`src/hdl/tvt_pkg.sv`:
```
package tvt_pkg;

   localparam int TABLE_POINTS = 33;
   localparam int SEG_W = $clog2(TABLE_POINTS);
   localparam int VOLT_W = 16;
   localparam int TEMP_W = 15;
   localparam int PROD_W = 32;
   localparam int DIV_STEPS = PROD_W;
   localparam int CNT_W = $clog2(DIV_STEPS);

   // Table voltages in 0.1 mV units, strictly falling.
   localparam logic [VOLT_W-1:0] VOLT_TAB [TABLE_POINTS] = '{
      16'd24400, 16'd24200, 16'd24000, 16'd23800, 16'd23500, 16'd23200, 16'd22700,
      16'd22300, 16'd21700, 16'd21100, 16'd20500, 16'd19900, 16'd19200, 16'd18600,
      16'd18000, 16'd17400, 16'd16800, 16'd16300, 16'd15900, 16'd15500, 16'd15100,
      16'd14800, 16'd14500, 16'd14300, 16'd14000, 16'd13800, 16'd13700, 16'd13500,
      16'd13400, 16'd13300, 16'd13200, 16'd13100, 16'd13000
   };

   // Table temperatures in 0.01 degC units.
   localparam logic signed [TEMP_W-1:0] TEMP_TAB [TABLE_POINTS] = '{
      -15'sd4000, -15'sd3500, -15'sd3000, -15'sd2500, -15'sd2000, -15'sd1500,
      -15'sd1000, -15'sd500, 15'sd0, 15'sd500, 15'sd1000, 15'sd1500, 15'sd2000,
      15'sd2500, 15'sd3000, 15'sd3500, 15'sd4000, 15'sd4500, 15'sd5000, 15'sd5500,
      15'sd6000, 15'sd6500, 15'sd7000, 15'sd7500, 15'sd8000, 15'sd8500, 15'sd9000,
      15'sd9500, 15'sd10000, 15'sd10500, 15'sd11000, 15'sd11500, 15'sd12000
   };

   typedef struct packed {
      logic load;
      logic seg_inc;
      logic mul_load;
      logic div_init;
      logic div_step;
      logic res_load;
   } tvt_cmd_type;

   typedef struct packed {
      logic oor;
      logic seg_hit;
   } tvt_sts_type;

endpackage

```
`src/hdl/tvt_dp.sv`:
```
module tvt_dp
   import tvt_pkg::*;
(
   input  logic                     clock,
   input  logic [VOLT_W-1:0]        req_sense_voltage,
   input  tvt_cmd_type              cmd,
   output tvt_sts_type              sts,
   output logic signed [TEMP_W-1:0] rsp_temperature,
   output logic                     rsp_out_of_range
);

   logic [VOLT_W-1:0]        v_ff;
   logic [SEG_W-1:0]         seg_ff;
   logic [SEG_W-1:0]         seg_nxt;
   logic [VOLT_W-1:0]        x1;
   logic [VOLT_W-1:0]        x2;
   logic signed [TEMP_W-1:0] y1;
   logic signed [TEMP_W-1:0] y2;
   logic [VOLT_W-1:0]        diff;
   logic signed [TEMP_W:0]   dy;
   logic signed [PROD_W-1:0] prod_ff;
   logic signed [PROD_W-1:0] prod_in;
   logic [VOLT_W-1:0]        den_ff;
   logic signed [TEMP_W-1:0] y1_ff;
   logic [PROD_W-1:0]        mag;
   logic                     neg_ff;
   logic                     zden_ff;
   logic [VOLT_W:0]          rem_ff;
   logic [PROD_W-1:0]        quo_ff;
   logic [VOLT_W:0]          rem_sh;
   logic [PROD_W-1:0]        quo_s;
   logic [PROD_W-1:0]        sum;
   logic signed [TEMP_W-1:0] temp_ff;
   logic                     oor_ff;

   assign seg_nxt = seg_ff + 1'b1;
   assign x1 = VOLT_TAB[seg_ff];
   assign x2 = VOLT_TAB[seg_nxt];
   assign y1 = TEMP_TAB[seg_ff];
   assign y2 = TEMP_TAB[seg_nxt];

   assign sts.oor = (v_ff > VOLT_TAB[0]) || (v_ff < VOLT_TAB[TABLE_POINTS-1]);
   assign sts.seg_hit = (seg_ff == SEG_W'(TABLE_POINTS - 2)) || (v_ff > x2);

   // The input never exceeds x1 inside the table, so x1 - v is a magnitude.
   assign diff = x1 - v_ff;
   assign dy = {y2[TEMP_W-1], y2} - {y1[TEMP_W-1], y1};
   assign prod_in = PROD_W'($signed({1'b0, diff}) * dy);

   assign mag = prod_ff[PROD_W-1] ? (~prod_ff + 1'b1) : prod_ff;
   assign rem_sh = {rem_ff[VOLT_W-1:0], quo_ff[PROD_W-1]};
   assign quo_s = neg_ff ? (~quo_ff + 1'b1) : quo_ff;
   assign sum = {{(PROD_W-TEMP_W){y1_ff[TEMP_W-1]}}, y1_ff} + quo_s;

   always_ff @(posedge clock) begin
      if (cmd.load) begin
         v_ff <= req_sense_voltage;
         seg_ff <= '0;
      end else if (cmd.seg_inc) begin
         seg_ff <= seg_nxt;
      end
      if (cmd.mul_load) begin
         prod_ff <= prod_in;
         den_ff <= x1 - x2;
         y1_ff <= y1;
      end
      if (cmd.div_init) begin
         rem_ff <= '0;
         quo_ff <= mag;
         neg_ff <= prod_ff[PROD_W-1];
         zden_ff <= (den_ff == '0);
      end else if (cmd.div_step) begin
         if (rem_sh >= {1'b0, den_ff}) begin
            rem_ff <= rem_sh - {1'b0, den_ff};
            quo_ff <= {quo_ff[PROD_W-2:0], 1'b1};
         end else begin
            rem_ff <= rem_sh;
            quo_ff <= {quo_ff[PROD_W-2:0], 1'b0};
         end
      end
      if (cmd.res_load) begin
         oor_ff <= sts.oor;
         if (sts.oor) begin
            temp_ff <= '0;
         end else if (zden_ff) begin
            temp_ff <= y1_ff;
         end else begin
            temp_ff <= sum[TEMP_W-1:0];
         end
      end
   end

   assign rsp_temperature = temp_ff;
   assign rsp_out_of_range = oor_ff;

endmodule

```
`src/hdl/tvt_ctrl.sv`:
```
module tvt_ctrl
   import tvt_pkg::*;
(
   input  logic        clock,
   input  logic        reset,
   input  logic        req_valid,
   output logic        req_ready,
   output logic        rsp_valid,
   input  logic        rsp_ready,
   input  tvt_sts_type sts,
   output tvt_cmd_type cmd
);

   typedef enum logic [2:0] {
      ST_IDLE,
      ST_SEARCH,
      ST_MUL,
      ST_INIT,
      ST_DIV,
      ST_FIX
   } state_type;

   state_type        state_ff;
   logic [CNT_W-1:0] cnt_ff;
   logic             rsp_valid_ff;
   logic             out_free;

   assign out_free = !rsp_valid_ff || rsp_ready;
   assign req_ready = (state_ff == ST_IDLE);
   assign rsp_valid = rsp_valid_ff;

   always_comb begin
      cmd = '0;
      case (state_ff)
         ST_IDLE:   cmd.load = req_valid;
         ST_SEARCH: cmd.seg_inc = !sts.oor && !sts.seg_hit;
         ST_MUL:    cmd.mul_load = 1'b1;
         ST_INIT:   cmd.div_init = 1'b1;
         ST_DIV:    cmd.div_step = 1'b1;
         ST_FIX:    cmd.res_load = out_free;
         default:   cmd = '0;
      endcase
   end

   always_ff @(posedge clock) begin
      if (reset) begin
         state_ff <= ST_IDLE;
         cnt_ff <= '0;
         rsp_valid_ff <= 1'b0;
      end else begin
         if (rsp_valid_ff && rsp_ready && (state_ff != ST_FIX)) begin
            rsp_valid_ff <= 1'b0;
         end
         case (state_ff)
            ST_IDLE: begin
               if (req_valid) begin
                  state_ff <= ST_SEARCH;
               end
            end
            ST_SEARCH: begin
               if (sts.oor) begin
                  state_ff <= ST_FIX;
               end else if (sts.seg_hit) begin
                  state_ff <= ST_MUL;
               end
            end
            ST_MUL: state_ff <= ST_INIT;
            ST_INIT: begin
               cnt_ff <= '0;
               state_ff <= ST_DIV;
            end
            ST_DIV: begin
               cnt_ff <= cnt_ff + 1'b1;
               if (cnt_ff == CNT_W'(DIV_STEPS - 1)) begin
                  state_ff <= ST_FIX;
               end
            end
            ST_FIX: begin
               // The finished result waits here until the output register is free.
               if (out_free) begin
                  rsp_valid_ff <= 1'b1;
                  state_ff <= ST_IDLE;
               end
            end
            default: state_ff <= ST_IDLE;
         endcase
      end
   end

endmodule

```
`src/hdl/thermistor_voltage_to_temperature_top.sv`:
```
// Thermistor voltage to temperature converter.
// The req_ channel takes one sense voltage per transaction in 0.1 mV units.
// The rsp_ channel returns one transaction per input: the temperature in
// 0.01 degC units, interpolated in a fixed 33-point table, and an
// out-of-range flag, with the temperature forced to zero when the flag is set.
// One transaction is in work at a time; req_ready is high only while idle.
// An in-range transaction runs from acceptance through the segment search,
// one step per segment, then the multiply, the divider setup, the
// bit-serial divider and the result register, and then raises rsp_valid. An
// out-of-range voltage goes from the search straight to the result register.
// The result sits in an output register, so a new transaction is accepted while
// the previous result waits; if the receiver still stalls when the next
// result is done, the block holds that result and accepts nothing until the
// output register frees up.
// Synchronous reset returns the controller to idle and drops rsp_valid.
module thermistor_voltage_to_temperature_top
   import tvt_pkg::*;
(
   input  logic                     clock,
   input  logic                     reset,
   input  logic                     req_valid,
   output logic                     req_ready,
   input  logic [VOLT_W-1:0]        req_sense_voltage,
   output logic                     rsp_valid,
   input  logic                     rsp_ready,
   output logic signed [TEMP_W-1:0] rsp_temperature,
   output logic                     rsp_out_of_range
);

   tvt_cmd_type cmd;
   tvt_sts_type sts;

   tvt_ctrl u_ctrl (
      .clock     (clock),
      .reset     (reset),
      .req_valid (req_valid),
      .req_ready (req_ready),
      .rsp_valid (rsp_valid),
      .rsp_ready (rsp_ready),
      .sts       (sts),
      .cmd       (cmd)
   );

   tvt_dp u_dp (
      .clock             (clock),
      .req_sense_voltage (req_sense_voltage),
      .cmd               (cmd),
      .sts               (sts),
      .rsp_temperature   (rsp_temperature),
      .rsp_out_of_range  (rsp_out_of_range)
   );

endmodule

```
`config.mk`:
```
export PLATFORM = sky130hd
export DESIGN_NAME = thermistor_voltage_to_temperature_top
export DESIGN_NICKNAME = d
export VERILOG_FILES = /design/src/hdl/tvt_pkg.sv /design/src/hdl/tvt_dp.sv /design/src/hdl/tvt_ctrl.sv /design/src/hdl/thermistor_voltage_to_temperature_top.sv
export SDC_FILE = /design/constraint.sdc
export NUM_CORES = 1
export LEC_CHECK = 0
export CAP_MARGIN = 5
export CELL_PAD_IN_SITES_DETAIL_PLACEMENT = 0
export CELL_PAD_IN_SITES_GLOBAL_PLACEMENT = 2
export CORE_ASPECT_RATIO = 0.75
export CORE_MARGIN = 2
export CORE_UTILIZATION = 42
export DETAILED_ROUTE_END_ITERATION = 10
export DONT_BUFFER_PORTS = 1
export PLACE_DENSITY = 0.89
export SKIP_CTS_REPAIR_TIMING = 1
export SLEW_MARGIN = 20
export SYNTH_ARGS = -nofsm -noshare
export SYNTH_HDL_FRONTEND = slang
export SYNTH_SLANG_ARGS = --single-unit
```
`constraint.sdc`:
```
create_clock -name clock -period 12.2 [get_ports clock]
set_input_delay 1.83 -clock clock [delete_from_list [all_inputs] [get_ports clock]]
set_output_delay 1.83 -clock clock [all_outputs]
set_load 0.03 [all_outputs]
```
Word level (Yosys, flattened, before mapping). Memory sizes are Yosys's and may differ from the RTL's. Cells that the tools add are included.

Add/subtract/negate cells: 9. Multipliers: 1. Magnitude comparators: 6. Equality and inequality tests: 12. Muxes and demuxes: 31. Bitwise gates (word level): 4. Reduce and logical (&&, ||, !) cells: 14.

Operator list (number): 2-to-1 mux 32 bit (3); 2-to-1 mux 15 bit (6); 2-to-1 mux 16 bit (5); subtractor 16 bit (3); adder 32 x 1 -> 32 bit (second input constant) (1); multiplier 17 x 16 -> 32 bit (1); NOT 32 bit (1); one-hot mux 3 bit (6 select lines) (1); greater-or-equal comparator 17 x 16 -> 1 bit (1); greater-than comparator 16 x 15 -> 1 bit (second input constant) (1); greater-than comparator 16 bit (1); zero test 16 bit (1); less-than comparator 16 x 14 -> 1 bit (second input constant) (1); subtractor 15 x 15 -> 16 bit (1); adder 15 x 1 -> 15 bit (second input constant) (1); adder 15 bit (1); 2-to-1 mux 3 bit (5); NOT 15 bit (1); greater-or-equal comparator 7 bit (second input constant) (2); NOT 6 -> 7 bit (2); 2-to-1 mux 1 bit (10); one-hot mux 5 bit (2 select lines) (1); adder 6 x 1 -> 6 bit (second input constant) (1); == test 3 x 2 -> 1 bit (second input constant) (2); 15 further kinds (24).

Flip-flop bits (word level): 160. Memory bits (read-only): 3968. Output and inout bits: 18. Logic and storage cells: 95. Memories: 4.

Memory list: (no name shown) (depth 64, width 16, rd ports 1, clocked after memory_dff 0, wr ports 0, RTL line tvt_dp.sv:37) `assign x1 = VOLT_TAB[seg_ff];`; (no name shown) (depth 64, width 16, rd ports 1, clocked after memory_dff 0, wr ports 0, RTL line tvt_dp.sv:38) `assign x2 = VOLT_TAB[seg_nxt];`; (no name shown) (depth 64, width 15, rd ports 1, clocked after memory_dff 0, wr ports 0, RTL line tvt_dp.sv:40) `assign y2 = TEMP_TAB[seg_nxt];`; (no name shown) (depth 64, width 15, rd ports 1, clocked after memory_dff 0, wr ports 0, RTL line tvt_dp.sv:39) `assign y1 = TEMP_TAB[seg_ff];`.

Longest topological paths before layout. Gate-level depths: netlist of the first run.

Depth after elaboration: 10. Mapped depth: 39. Depth with buffers taken out: 38.

Cells and area by module. A second synthesis of the first run with hierarchy kept.

Cell total of the unflattened synthesis: 2208. Area, all modules: 19444.9 um2.

Modules (own cells, without submodules): tvt_dp (instances 1, cells each 2145, area each 18930.7 um2, sequential area each 4134.0 um2); tvt_ctrl (instances 1, cells each 63, area each 514.2 um2, sequential area each 180.2 um2).

Worst setup path after synthesis of the first run. No wires, ideal clock.

Path kind: register to register. Start point: reg u_dp.seg_ff[1]. End point: reg u_dp.prod_ff[30], data pin. Library setup time: 0.258 ns. Arrival time: 9.391 ns. Setup slack: 2.552 ns. Cell stages (with the launch flop): 39. Period minus slack after synthesis: 9.648 ns. Cells stage by stage: dfxtp_1 ha_1 clkbuf_1 inv_1 ha_1 inv_1 clkbuf_1 nor3_1 nor2_1 a21oi_1 o21ai_0 ha_1 a21boi_0 o21ai_0 a21boi_0 a41oi_1 nor2b_1 xor2_1 [3 not listed] fa_1 inv_1 fa_1 fa_1 fa_1 inv_1 fa_1 inv_1 ha_1 or3_1 a2bb2oi_1 and3_1 a221o_1 a221o_1 a311oi_1 o21bai_1 a21oi_1 xnor2_1.

Word-level cells in the longest chain between the ends: 7. Elaborated cells on any way between the ends: 15.

Ends and longest elaborated chain: from (decl) (RTL line tvt_dp.sv:13) `logic [SEG_W-1:0] seg_ff;`; from (signal assigned) (RTL line tvt_dp.sv:60) `seg_ff <= seg_nxt;`; adder 6 x 1 -> 6 bit (RTL line tvt_dp.sv:36) `assign seg_nxt = seg_ff + 1'b1;`; via u_dp.seg_nxt[2] (RTL line tvt_dp.sv:14) `logic [SEG_W-1:0] seg_nxt;`; NOT 6 -> 7 bit (not written as such) (RTL line tvt_dp.sv:40); memory (64 x 15 bit); 2-to-1 mux 15 bit (not written as such) (2 in a row) (RTL line tvt_dp.sv:40); subtractor 15 x 15 -> 16 bit (RTL line tvt_dp.sv:47) `assign dy = {y2[TEMP_W-1], y2} - {y1[TEMP_W-1], y1};`; multiplier 17 x 16 -> 32 bit (RTL line tvt_dp.sv:48) `assign prod_in = PROD_W'($signed({1'b0, diff}) * dy);`; via u_dp.prod_in[30] (RTL line tvt_dp.sv:22) `logic signed [PROD_W-1:0] prod_in;`; to (signal assigned) (RTL line tvt_dp.sv:63) `prod_ff <= prod_in;`; to (decl) (RTL line tvt_dp.sv:21) `logic signed [PROD_W-1:0] prod_ff;`.

The timed path passes the listed nets, and every way through them passes these cells. The select of a mux whose other input is x is not followed. A chain may end at the register's enable or synchronous reset.

Worst setup path after layout of the first run.
Start point: reg u_dp.seg_ff[0]. End point: reg u_dp.prod_ff[30], data pin.

The elaborated chain is that of the path after synthesis.

==> results of run 1 <==
## worst max-delay path: cells and delay by family (launching register included)
| family | cells | cell delay, ns |
|---|---|---|
| AOI/OAI and AO/OA | 13 | 3.50 |
| xor gates and xnor gates | 2 | 0.56 |
| adders and majority gates | 9 | 4.82 |
| DFF | 1 | 0.49 |
| buffers and inverters | 4 | 0.61 |
| and+or+nand+nor | 4 | 0.90 |
## per-stage QoR
step / hold slack, ns / instance area, sq um / instances / util / worst slack (ns)
final: 0.471 / 20500 / 2785 / 0.457 / 1.06
after floorplan: 0.436 / 19200 / 2207 / - / 2.55
after global placement: 0.445 / 19900 / 2750 / 0.444 / 1.30
after CTS: 0.471 / 20500 / 2781 / 0.456 / 0.944
after global routing: 0.502 / 20500 / 2782 / 0.457 / 0.197
after detailed placement: 0.463 / 19900 / 2750 / 0.444 / 0.960
## registers in the layout (all words and copies together) (netlist names), 3 cells and up
name                  flops
u_dp.rem_ff              16
u_dp.prod_ff             30
u_dp.seg_ff               6
u_dp.den_ff              14
u_ctrl.cnt_ff             5
u_dp.v_ff                16
u_ctrl.state_ff           3
u_dp.rsp_temperature     15
u_dp.y1_ff               13
u_dp.quo_ff              32
## cell usage in the layout (no fill, tap or decap), types with 7 or more instances in the layout
master,instances
a21o_1,23
a21oi_1,116
nor4_1,8
edfxtp_1,123
o21bai_1,9
xor2_1,61
nand4_1,8
or4_1,7
ha_1,216
or3_1,16
and2_1,18
inv_1,287
or2_2,13
nor2_1,245
xnor2_1,89
and3_1,13
a31oi_1,14
nand3_1,31
clkbuf_16,17
nor2b_1,23
nor3_1,25
a211o_1,7
o31ai_1,13
o21ai_0,128
nand2_1,242
mux2i_1,25
o21a_1,16
fa_1,171
a211oi_1,22
dfxtp_1,29
buf_4,40
nand2b_1,27
## area by class of cell
| cell class | instances | area [sq um] | area share |
|---|---|---|---|
| repair buffers | 41 | 312 | 0.0152 |
| inverters | 290 | 1090 | 0.0530 |
| diodes | 3 | 7.51 | 0.000366 |
| flip-flops and latches | 154 | 4320 | 0.210 |
| multi-input cells | 1680 | 13500 | 0.658 |
| clock buffers | 21 | 440 | 0.0215 |
| clock inverters | 10 | 119 | 0.00579 |
| well taps | 586 | 733 | 0.0357 |
## layer usage
metal	part of all wire	track usage	up-vias
met5	0.00024	0	-
met2	0.40	0.331	525
met4	0.018	0.0641	2
met1	0.49	0.355	7391
li1	-	-	7361
met3	0.088	0.0590	68
## synth_stat cells (4+ instances only)
master,instances
edfxtp_1,123
o21a_1,16
ha_1,216
nand3b_1,4
a211o_1,7
or2_2,13
mux2i_1,25
xnor2_1,91
nand4_1,8
nand3_1,31
and3_1,13
o41ai_1,6
a311oi_1,6
a211oi_1,22
nand2_1,242
nor4_1,8
buf_1,14
o21ai_0,128
o211ai_1,6
nand2b_1,27
clkbuf_1,66
a21o_1,23
dfxtp_1,31
and2_1,18
nor2_1,247
a21oi_1,116
o31ai_1,13
nor3b_1,5
or4_1,7
or3_1,16
o21bai_1,10
o311ai_0,4
inv_1,287
a21boi_0,5
nor3_1,25
nor2b_1,23
xor2_1,61
fa_1,171
a31oi_1,14
## kinds of logic after synthesis
| kind of cell | count (synthesis) | share of synthesized area |
|---|---|---|
| simple gates | 696 | 0.163 |
| fa+ha+maj | 387 | 0.319 |
| mux | 28 | 0.0148 |
| compound gates | 417 | 0.136 |
| flops | 154 | 0.225 |
| xor+xnor | 152 | 0.0693 |
| buf+inv | 373 | 0.0733 |
## how the worst max path moves through the flow
stage / slack, ns / cells past startpoint / start / to
2_1_floorplan: 2.55 / 38 / u_dp.seg_ff[1] / u_dp.prod_ff[30]
3_3_place_gp: 1.30 / 35 / u_dp.seg_ff[1] / u_dp.prod_ff[30]
3_5_place_dp: 0.96 / 34 / u_dp.seg_ff[1] / u_dp.prod_ff[30]
4_1_cts: 0.94 / 34 / u_dp.seg_ff[1] / u_dp.prod_ff[30]
5_1_grt: 0.20 / 34 / u_dp.seg_ff[1] / u_dp.prod_ff[30]
6_report: 1.06 / 32 / u_dp.seg_ff[0] / u_dp.prod_ff[30]
==> results.yml, run 1 <==
sta:
  rsz0062_at_grt: "no"
  max_freq_mhz: 89.7
  slew_violations: 0
  fin_crit_sh: 0.913
  finalSetupViolations: 0
  post-route-min-period_ns: 11.14
  tightest_slew_ns: 1.18
  setup_tns_ns: 0
  relSlewSlack: 0.211
  hold_viol: 0
  skew_ns: 0.0228
clock_tree:
  path_clk_slew_ns: 0.08
  cts.sinks: 154
  clk_latency_ns: 0.47
  cts_buffers: 17
  cts_tree: "yes"
  clock_path_buffers: 2
  h-tree-depth: 4
  cts-root-buf: "clkbuf_16"
placement:
  place_congestion: 0.883
  io_buffer_count: 0
  dp_hpwl_mm: 44.2
setup_path:
  end_kind: "register"
  arrival_ns: 11.36
  max_stage_delay_ns: 1.05
  criticalPathCategory: "reg -> reg"
  worstSetupStartpointType: "register"
  r2r-start: "u_dp.seg_ff[0]"
  ff2ff_setup_slack_ns: 1.06
  timing.rr.end: "u_dp.prod_ff[30]"
  crit_required_ns: 12.42
  crit_slowest_cell: "ha_1"
  cpMostUsedCell: "fa_1"
  cp_max_fo: 23
  worst-r2r-cell-count: 32
synth:
  yosysTopAreaCell: "edfxtp_1"
  syn_nets: 2614
  ys_warn_count: 0
  synth_area_sq_um: 19200
  async_flop_share: 0
  synth_cell_types: 75
  ys_seq_area_frac: 0.225
  yosysTopAreaCellShare: 0.192
  synth_area_leaders: "edfxtp_1 19%, fa_1 18%, ha_1 14%"
  synth_cells: 2207
  avgSynthCellArea_sq_um: 8.70
  ys_ff_latch: 154
  ys.flop_type: "edfxtp_1"
  synth_edf_count: 123
worst_hold_path:
  min_path_type: "reg -> reg"
  min-delay-start: "u_dp.rem_ff[1]"
  hold_depth: 2
  min_to: "u_dp.rem_ff[1]"
cells_and_area:
  fill_cells: 4350
  drive_above_1_share: 0.0483
  layout.nets: 2591
  syn_to_final_growth_pct: 6.93
drt:
  vias_per_cell: 5.51
  routedWlPerCell_um: 19.6
  drtIter0Drc: 1237
  drc: 0
  drt_pass1_iterations: 6
  vias: 15300
  routed_wl_mm: 54.5
  ant_nets: 0
grt:
  antenna_found_initial: 4
  grt_pass1_vias: 14700
  grt_use_total: 0.235
  grt_max_degree: 61
  grt_pass1_wl_mm: 85.3
  grt.overflow.total: 0
floorplanning:
  die_x_um: 251
  die_y_um: 189
  initial_core_util: 0.427
  dieArea_sq_um: 47500
  row_count: 67
  io_pins: 38
  placeableCoreArea_sq_um: 44900
run_status:
  status: "finished clean"
job:
  cap_violations: 0
Power of run 1 is left out: the tool's default activity adds up to more than one toggle a clock period on the data nets, which glitch-free logic cannot reach.
==> inputs of run 2 (changes only) <==
--- a/config.mk
+++ b/config.mk
@@ -15,6 +15,7 @@
 export DONT_BUFFER_PORTS = 1
 export PLACE_DENSITY = 0.89
 export SKIP_CTS_REPAIR_TIMING = 1
+export SKIP_LAST_GASP = 1
 export SLEW_MARGIN = 20
 export SYNTH_ARGS = -nofsm -noshare
 export SYNTH_HDL_FRONTEND = slang
==> constraint.sdc (replaced) <==
create_clock -name clock -period 10.67 [get_ports clock]
set_input_delay 1.6005 -clock clock [delete_from_list [all_inputs] [get_ports clock]]
set_output_delay 1.6005 -clock clock [all_outputs]
set_load 0.03 [all_outputs]
==> results.yml, run 2 (synthesized netlist as in run 1, its figures left out) <==
sta:
  relSlewSlack: 0.265
  slew_violations: 0
  max_freq_mhz: 98.9
  tightest_slew_ns: 1.09
  rsz0062_at_grt: "no"
  skew_ns: 0.0245
  finalSetupViolations: 0
  setup_tns_ns: 0
  fin_hold_ws_ns: 0.461
  fin_crit_sh: 0.948
  hold_viol: 0
  post-route-min-period_ns: 10.11
cells_and_area:
  final_util: 0.463
  top_regs: "u_dp.quo_ff x32, u_dp.prod_ff x30"
  layout_common_cells: "287 x inv_1, 246 x nor2_1, 242 x nand2_1"
  top_register: "u_dp.quo_ff"
  drive_above_1_share: 0.0629
  layout_commonest_cell: "inv_1"
  largest_register_ffs: 32
  final_cell_count_no_fill: 2812
  syn_to_final_growth_pct: 8.39
  layout.nets: 2618
placement:
  place_congestion: 0.945
  io_buffer_count: 0
  dp.cells: 2777
  dp_hpwl_mm: 45.0
clock_tree:
  cts_tree: "yes"
  cts_buffers: 17
  clk_latency_ns: 0.46
  h-tree-depth: 4
  clock_path_buffers: 2
  path_clk_slew_ns: 0.07
  cts.sinks: 154
  cts-root-buf: "clkbuf_16"
drt:
  drc: 0
  drtIter0Drc: 1241
  vias: 15300
  routed_wl_mm: 55.0
  ant_nets: 0
  vias_per_cell: 5.43
  routedWlPerCell_um: 19.6
  drt_pass1_iterations: 5
setup_path:
  r2r-start: "u_dp.seg_ff[0]"
  ff2ff_setup_slack_ns: 0.56
  criticalPathCategory: "reg -> reg"
  worst-r2r-cell-count: 33
  cp-startpoint: "u_dp.seg_ff[0]"
  cpMostUsedCell: "fa_1"
  max_stage_delay_ns: 0.63
  timing.rr.end: "u_dp.prod_ff[30]"
  crit_slowest_cell: "o41ai_2"
  crit_end: "u_dp.prod_ff[30]"
  worstSetupStartpointType: "register"
  cp_max_fo: 17
  crit_required_ns: 10.88
  end_kind: "register"
  arrival_ns: 10.32
floorplanning:
  initial_core_util: 0.427
  dieArea_sq_um: 47500
  placeableCoreArea_sq_um: 44900
  io_pins: 38
  row_count: 67
  die_x_um: 251
  die_y_um: 189
grt:
  grt_max_degree: 62
  antenna_found_initial: 1
  grt_use_total: 0.236
  grt_pass1_wl_mm: 85.6
  grt.overflow.total: 0
  grt_pass1_vias: 14800
job:
  cap_violations: 0
worst_hold_path:
  min_path_type: "reg -> reg"
run_status:
  status: "finished clean"
[run 2: changes by cell type in the layout (fill, tap and decap cells not counted), moves of 2 or more]
cell and delta:
clkinv_1 -2, clkinv_4 -2, clkinv_8 +4, inv_6 +4
buf_4 +28, clkbuf_1 -4
[run 2: routing by layer]
metal / share of wire / global-route usage / vias up
met5: 0 / 0 / -
met4: 0.011 / 0.0437 / 0
met3: 0.092 / 0.0786 / 34
met2: 0.42 / 0.342 / 482
met1: 0.48 / 0.343 / 7342
li1: - / - / 7414
[run 2: cell type report]
| class | count | area, sq um |
|---|---|---|
| clock inverters | 15 | 201 |
| clock buffers | 17 | 425 |
| diodes | 2 | 5.00 |
| repair buffers | 68 | 510 |
| fillers | 4388 | 24100 |
| multi-input cells | 1680 | 13500 |
| well taps | 586 | 733 |
| inverters | 290 | 1090 |
| flip-flops and latches | 154 | 4320 |
[run 2: metrics by stage]
step,area [sq um],setup WS [ns]
final,20800,0.557
after global routing,20800,0.00316
after CTS,20800,0.512
after detailed placement,20200,0.531
after global placement,20100,0.539
after floorplan,19200,1.02
[run 2: critical path: cells and delay by family, from the launching register on]
kind                       cells  cell delay (ns)
adders and majority gates      9             4.30
AOI/OAI and AO/OA             13             3.43
and+or+nand+nor                4             0.87
buffers and inverters          5             0.45
xor gates and xnor gates       2             0.45
DFF                            1             0.36
[run 2: worst min path at each step]
stage / startpoint / to / cells past startpoint
final: u_dp.rem_ff[1] / u_dp.rem_ff[1] / 2
after detailed placement: u_dp.rem_ff[1] / u_dp.rem_ff[1] / 2
after global placement: u_dp.rem_ff[1] / u_dp.rem_ff[1] / 2
after floorplan: u_dp.rem_ff[1] / u_dp.rem_ff[1] / 2
after global routing: u_dp.rem_ff[1] / u_dp.rem_ff[1] / 2
after CTS: u_dp.rem_ff[1] / u_dp.rem_ff[1] / 2
Power of run 2 is left out for the same reason.
